**config.mk**
```make
export PLATFORM = sky130hd
export DESIGN_NAME = gll_front
export DESIGN_NICKNAME = d
export VERILOG_FILES = /design/src/design/gll_pkg.sv /design/src/design/gll_front.sv
export SDC_FILE = /design/constraint.sdc
export NUM_CORES = 1
export LEC_CHECK = 0
export ABC_AREA = 1
export BUFFER_PORTS_ARGS = -buffer_cell sky130_fd_sc_hd__buf_2
export CORE_UTILIZATION = 47
export CTS_CLUSTER_SIZE = 12
export DETAILED_ROUTE_END_ITERATION = 7
export GPL_TIMING_DRIVEN = 0
export PLACE_DENSITY = 0.75
export SYNTH_ARGS = -nofsm -noshare
export SYNTH_HDL_FRONTEND = slang
export SYNTH_SLANG_ARGS = --single-unit
```
**constraint.sdc**
```tcl
create_clock -name clk -period 4.1 [get_ports clk]
set_input_delay 0.205 -clock clk [delete_from_list [all_inputs] [get_ports clk]]
set_output_delay 0.205 -clock clk [all_outputs]
set_load 0.02 [all_outputs]
```
**src/design/gll_pkg.sv**
```systemverilog
`timescale 1ns / 1ps
// ----------------------------------------------------------------------------
// gll_pkg: shared types and constants for the lattice step block
// Field formats, command and op codes, register indexes, and the request
// that the front passes to the back.
// ----------------------------------------------------------------------------
package gll_pkg;

  // field formats
  localparam int VALUE_W   = 32;
  localparam int FRAC      = 24;   // fraction bits of a field value
  localparam int COEF_FRAC = 12;   // fraction bits of laplace_coef
  localparam int DT_FRAC   = 24;   // fraction bits of time_step
  localparam int CFG_W     = 24;
  localparam int SITES_W   = 11;
  localparam int IDX_W     = 10;
  localparam int CMD_W     = 2;
  localparam int CFG_IDX_W = 2;

  // input commands
  localparam logic [CMD_W-1:0] CMD_LOAD = 2'd0;
  localparam logic [CMD_W-1:0] CMD_STEP = 2'd1;
  localparam logic [CMD_W-1:0] CMD_READ = 2'd2;

  // configuration register indexes
  localparam logic [CFG_IDX_W-1:0] CFG_TIME_STEP = 2'd0;
  localparam logic [CFG_IDX_W-1:0] CFG_LAPLACE   = 2'd1;
  localparam logic [CFG_IDX_W-1:0] CFG_SITES     = 2'd2;

  // configuration reset values
  localparam logic [CFG_W-1:0]   TIME_STEP_RST = 24'd134218;
  localparam logic [CFG_W-1:0]   LAPLACE_RST   = 24'd409600;
  localparam logic [SITES_W-1:0] SITES_RST     = 11'd1000;

  // result kinds
  localparam logic KIND_AVG  = 1'b0;
  localparam logic KIND_SITE = 1'b1;

  // classified operation
  typedef enum logic [1:0] {
    OP_LOAD,
    OP_STEP,
    OP_READ,
    OP_READ_ZERO
  } op_t;

  typedef struct packed {
    op_t                       op;
    logic [IDX_W-1:0]          idx;
    logic signed [VALUE_W-1:0] value;
    logic signed [VALUE_W-1:0] drive;
  } req_t;

endpackage

```
**src/design/gll_front.sv**
```systemverilog
`timescale 1ns / 1ps
// ----------------------------------------------------------------------------
// gll_front: request intake and classification
// Classifies each accepted request and holds it in a two-entry queue
// until the back end takes it.
// ----------------------------------------------------------------------------
module gll_front #(
  parameter int MAX_SITES = 1024
) (
  input  logic                                 clk,
  input  logic                                 rst,
  input  logic                                 start,
  input  logic [gll_pkg::CMD_W-1:0]            cmd,
  input  logic [gll_pkg::IDX_W-1:0]            site_index,
  input  logic signed [gll_pkg::VALUE_W-1:0]   site_value,
  input  logic signed [gll_pkg::VALUE_W-1:0]   drive_c,
  input  logic                                 pop,
  output logic                                 busy,
  output logic                                 q_valid,
  output gll_pkg::req_t                        q_head
);

  gll_pkg::req_t req;
  logic          keep;
  logic          push;
  logic          in_range;

  gll_pkg::req_t ent [2];
  logic [1:0]    count;
  logic          wp;
  logic          rp;

  // classify: unknown commands and out-of-range loads are dropped
  always_comb begin
    in_range  = 32'(site_index) < MAX_SITES;
    req.idx   = site_index;
    req.value = site_value;
    req.drive = drive_c;
    req.op    = gll_pkg::OP_LOAD;
    keep      = 1'b0;
    unique case (cmd)
      gll_pkg::CMD_LOAD: begin
        req.op = gll_pkg::OP_LOAD;
        keep   = in_range;
      end
      gll_pkg::CMD_STEP: begin
        req.op = gll_pkg::OP_STEP;
        keep   = 1'b1;
      end
      gll_pkg::CMD_READ: begin
        req.op = in_range ? gll_pkg::OP_READ : gll_pkg::OP_READ_ZERO;
        keep   = 1'b1;
      end
      default: keep = 1'b0;
    endcase
  end

  assign busy    = (count == 2'd2);
  assign push    = start && !busy && keep;
  assign q_valid = (count != 2'd0);
  assign q_head  = ent[rp];

  // queue storage
  always_ff @(posedge clk) begin
    if (push) begin
      ent[wp] <= req;
    end
  end

  // queue pointers
  always_ff @(posedge clk) begin
    if (rst) begin
      count <= 2'd0;
      wp    <= 1'b0;
      rp    <= 1'b0;
    end else begin
      if (push) wp <= ~wp;
      if (pop)  rp <= ~rp;
      if (push && !pop)      count <= count + 2'd1;
      else if (pop && !push) count <= count - 2'd1;
    end
  end

endmodule

```
# Yosys cells after proc, flatten, opt, wreduce, memory -nomap -nowiden
# Memory sizes are Yosys's and may differ from the RTL's. A register that Yosys moved wholly into a read port is not among the register bits.
# Index checks and enable logic that the tools add are counted.
# totals
regBits,4
ramBits,152
wordCells,30
mem_count,1
# op_classes
n_addsub,2
eq_ne,3
muxes,8
bitwise_logic,2
reduce_logical,11
# mem_list
memory,words,word_bits,read_ports,rd_ports_with_merged_regs,write_ports,line_no,rtl
ent,2,76,1,1,1,gll_front.sv:28,gll_pkg::req_t ent [2];
# op_table
op,count
two-way mux 1 bit,5
equality test 2 bit (second input constant),2
logical AND 1 bit,4
two-way mux 2 bit,2
case mux 2 bit (2 select lines),1
nonzero test 2 bit,2
logical NOT 1 bit,3
OR reduction 3 bit,1
adder 2 x 1 -> 2 bit (second input constant),1
equality test 2 x 1 -> 1 bit (second input constant),1
logical NOT 2 bit,1
inverter 1 bit,2
subtractor 2 x 1 -> 2 bit (second input constant),1

# Logic depth before layout (Yosys ltp)
# logic_depth
word_depth,8
ltp_mapped,11

# Worst setup path after synthesis
# No wires, ideal clock.
# synth_timing
path_type,register -> register
from,reg count[0]
to,mem ent[1][0] in the netlist's numbering (enable)
setup_ns,0.512
arrival_ns,3.783
setup_slack_ns,-0.195
stages_incl_launch_ff,5
n_path_buf,0
synth_period_minus_slack_ns,4.295
cell_sequence,dfxtp_1 -> inv_1 -> nand2_1 -> nand3_1 -> nor2_1
# synth_between
elab_chain_len,6
# synth_lines
element,line_no,rtl
from (decl),gll_front.sv:29,logic [1:0] count;
from (signal assigned),gll_front.sv:79,if (push && !pop) count <= count + 2'd1;
from (signal assigned),gll_front.sv:80,else if (pop && !push) count <= count - 2'd1;
equality test 2 bit,gll_front.sv:58,assign busy = (count == 2'd2);
logical NOT 1 bit,gll_front.sv:59,assign push = start && !busy && keep;
logical AND 1 bit (2 in series),gll_front.sv:59,
two-way mux 1 bit,gll_front.sv:65,if (push) begin
two-way mux 1 bit (not written as such),gll_front.sv:66,ent[wp] <= req;
to (decl),gll_front.sv:28,
# No other way between the ends.

# Worst setup path after layout
# layout_timing
from,reg count[0]
to,mem ent[0][41] in the netlist's numbering (enable)
# The elaborated chain is that of the path after synthesis.

==> results.md <==
* Run status: complete, no violations
* CTS Hold Buffers Added at 75
* Number of maximum-capacitance constraint violations at 0
* Count of inserted antenna diode cells at 0
* Clock latency reported for the late side of the worst-skew pair at 420 ps
* Family of cells with the greatest summed delay on the critical path: simple AND/OR/NAND/NOR gates
* Overall routed net length at 11.2 mm
* Per-instance average area after synthesis at 21.3 µm²
* Cell at the root of the clock tree: sky130_fd_sc_hd__clkbuf_16
* Final hold violations at 0
* First-pass GRT wire length at 17.3 mm
* Total non-filler cell area in the finished layout at 0.00834 mm²
* Relative slew slack at 61.5%
* Synth cell count leaders: sky130_fd_sc_hd__edfxtp_1, sky130_fd_sc_hd__mux2_4, sky130_fd_sc_hd__mux2_2
* Most common cell in the netlist: sky130_fd_sc_hd__edfxtp_1
* Gate Count Post-Synth at 277
* Share of the cycle needed by the critical path after routing at 51.4%
* Core outline area at 0.0121 mm²
* Buf+Inv Stages, Crit Path at 3
* Clock slew at reported path FFs at 60 ps
* CTS tree: done
* Power, Total at 4.09 mW
* Inserted Clock Buffers at 17
* Floorplan die area at 0.0130 mm²
* 1st-pass router iterations at 4
* Share of the synthesized area in the top cell type at 77.4%
* Ys flop type: sky130_fd_sc_hd__edfxtp_1
* Detailed placement HPWL at 6.56 mm
* Total Nets Final at 613
* Pwr/cell area at 490 mW/mm²
* Number of cells traversed by the worst register-to-register path at 6
* Relative area change from synthesis to final layout at 41.4%
* Top fanout value on the critical path at 31
* Number of flops mapped to enable cells by yosys at 152
* Most numerous cell on the critical path: sky130_fd_sc_hd__buf_12
* Static Leakage at 3.30 nW
* Worst slew pin tran at 576 ps
* Net count after synthesis at 358
* CP cell instances: inv_1 -> nand2_1 -> nand3_1 -> nor2_4 -> buf_12 -> buf_12
* Count of input and output buffers at 157
* Cell row count at 40
* GR Util All Layers at 18.0%
* Pin count of the biggest net entering global routing at 33
* Total via count after detailed routing at 3,320
* Cells taking the most area after synthesis: sky130_fd_sc_hd__edfxtp_1, sky130_fd_sc_hd__mux2_4, sky130_fd_sc_hd__mux2_2
* Top achievable clock speed at 475 MHz
* Worst hold path stage count at 3
* Sequential cell area fraction in the yosys report at 79.1%
* Total number of H-tree levels at 4
* Die Span Y at 114 µm
* Worst path arrival time at 2220 ps
* Final RePlAce weighted congestion at 0.654
* CTS max path bufs at 2
* Setup-violating endpoint count in the final report at 0
* IO Count at 158
* Data required, critical path at 4210 ps
* Startpoint class of the critical path: flop
* Startpoint of the worst register-to-register path: count[0]
* Hold Crit Class: input port to flop
* Post-synthesis sequential element count at 157
* Initial antenna violation count at 0
* Worst path max stage delay at 530 ps
* CP max stage cell: sky130_fd_sc_hd__nor2_4
* CTS-repair resized insts at 0
* Total count of max-transition violations in the final report at 0
* Crit. End Element: flop
* Asr flop ratio synth at 0%
* Vias in the first global route at 3,538
* Worst clock skew at 6.92 ps
* DRC violation count after routing at 0
* Initial drt markers at 142
* Worst min-delay path endpoint: rp
* Top cell type by total area after synthesis: sky130_fd_sc_hd__edfxtp_1
* Classification of the worst setup path: flop to flop
* Shortest period the worst path allows at 2110 ps
* Reg-to-reg critical path endpoint: ent[0][41]
* Post-layout utilization of the core at 68.8%
* Fraction of layout cells with a size suffix above 1 at 50.6%
* Yosys warns at 0
* Setup repair after global routing missed its margin: false
* Vias/cell at 4.66
* Total clock sinks at 157
* Overflow left after global routing at 0
* Cell area reported after detailed placement at 0.00699 mm²
* Initial cell density of the core at 48.7%
* Post-DRT Antenna Nets at 0
* Distinct cell type count of the synthesized netlist at 16
* Number of setup buffers added after CTS at 0
* Setup slack on the worst flop-to-flop path at 1990 ps
* Total Neg Setup Slack at 0 ps
* Max IR drop VDD at 0.000278 V
* Horizontal die dimension at 114 µm
* Summed instance area of the synthesized netlist at 0.00589 mm²
* Min-Delay Startpoint: pop
* Routed wire per std cell at 15.7 µm
-- cell usage in the layout, fill, tap and decap left out --
| master | count |
|---|---|
| sky130_fd_sc_hd__clkbuf_16 | 17 |
| sky130_fd_sc_hd__buf_6 | 4 |
| sky130_fd_sc_hd__nor2_4 | 2 |
| sky130_fd_sc_hd__nand4_1 | 1 |
| sky130_fd_sc_hd__inv_6 | 1 |
| sky130_fd_sc_hd__buf_4 | 1 |
| sky130_fd_sc_hd__mux2_4 | 40 |
| sky130_fd_sc_hd__ha_1 | 1 |
| sky130_fd_sc_hd__dlygate4sd3_1 | 75 |
| sky130_fd_sc_hd__buf_2 | 160 |
| sky130_fd_sc_hd__mux2_2 | 36 |
| sky130_fd_sc_hd__a21oi_1 | 1 |
| sky130_fd_sc_hd__clkinv_1 | 3 |
| sky130_fd_sc_hd__inv_1 | 12 |
| sky130_fd_sc_hd__nand3_1 | 2 |
| sky130_fd_sc_hd__dfxtp_1 | 5 |
| sky130_fd_sc_hd__xnor2_1 | 1 |
| sky130_fd_sc_hd__bufinv_16 | 4 |
| sky130_fd_sc_hd__o21ai_0 | 1 |
| sky130_fd_sc_hd__clkinvlp_4 | 2 |
| sky130_fd_sc_hd__edfxtp_1 | 152 |
| sky130_fd_sc_hd__nand2_1 | 9 |
| sky130_fd_sc_hd__buf_12 | 4 |
| sky130_fd_sc_hd__nor2_1 | 6 |
| sky130_fd_sc_hd__clkinv_2 | 4 |
-- layer usage --
layer	track usage [%]	routed length, µm	vias up
met5	0	0	-
met2	32.4	5860	123
met3	4.84	642	18
li1	-	-	1575
met1	20.0	4460	1604
met4	8.14	183	0
-- power by group --
| group | switching, mW | internal (mW) |
|---|---|---|
| combinational | 0.320 | 0.279 |
| clock | 0.573 | 1.00 |
| sequential | 0.0273 | 1.88 |
| total | 0.920 | 3.17 |
-- layout make-up --
cell class / count / area [µm²]
sequential: 157 / 4660
fill: 820 / 3770
timing repair buffer: 236 / 1620
multi-input combinational: 100 / 1130
clock buffer: 17 / 425
tap: 168 / 210
clock inverter: 14 / 175
buffer: 8 / 67.6
inverter: 12 / 45.0
-- metrics by stage --
| stage | std cells | setup slack, ps | hold slack (ps) |
|---|---|---|---|
| 2_1_floorplan | 277 | 1070 | 277 |
| 5_1_grt | 712 | 1830 | 88.6 |
| 3_5_place_dp | 606 | 1960 | 396 |
| 6_report | 712 | 1990 | 74.5 |
| 3_3_place_gp | 602 | -30.2 | 392 |
| 4_1_cts | 712 | 1950 | 57.2 |
-- state kept, by name (all words and copies together) (netlist names), named ones only --
| signal | count |
|---|---|
| rp | 1 |
| count | 2 |
| wp | 1 |
| ent | 152 |
-- cells by family after synthesis --
kind of cell	Yosys count	synth area share, %
AO/OA/AOI/OAI	2	0.170
XOR/XNOR	1	0.149
adder cells (fa/ha/maj)	1	0.212
buffers and inverters	20	1.91
flip-flops	157	79.1
multiplexers	76	17.1
AND/OR/NAND/NOR	20	1.36
-- how the worst max path moves through the flow --
stage | from | end | slack, ps | depth (start not counted)
after floorplan | count[0] | ent[1][0] | 1070 | 4
after global placement | count[0] | ent[0][34] | -30 | 4
after detailed placement | count[0] | ent[0][38] | 1960 | 6
after CTS | count[0] | ent[0][36] | 1950 | 6
after global routing | count[0] | ent[0][36] | 1830 | 6
final | count[0] | ent[0][41] | 1990 | 6
-- worst register-to-register path: cells and delay by family, from the launching register on --
kind / cells / cell delay, ps
flip-flops: 1 / 320
buffers and inverters: 3 / 600
AND/OR/NAND/NOR: 3 / 860
(Power assumes the default switching activity.)
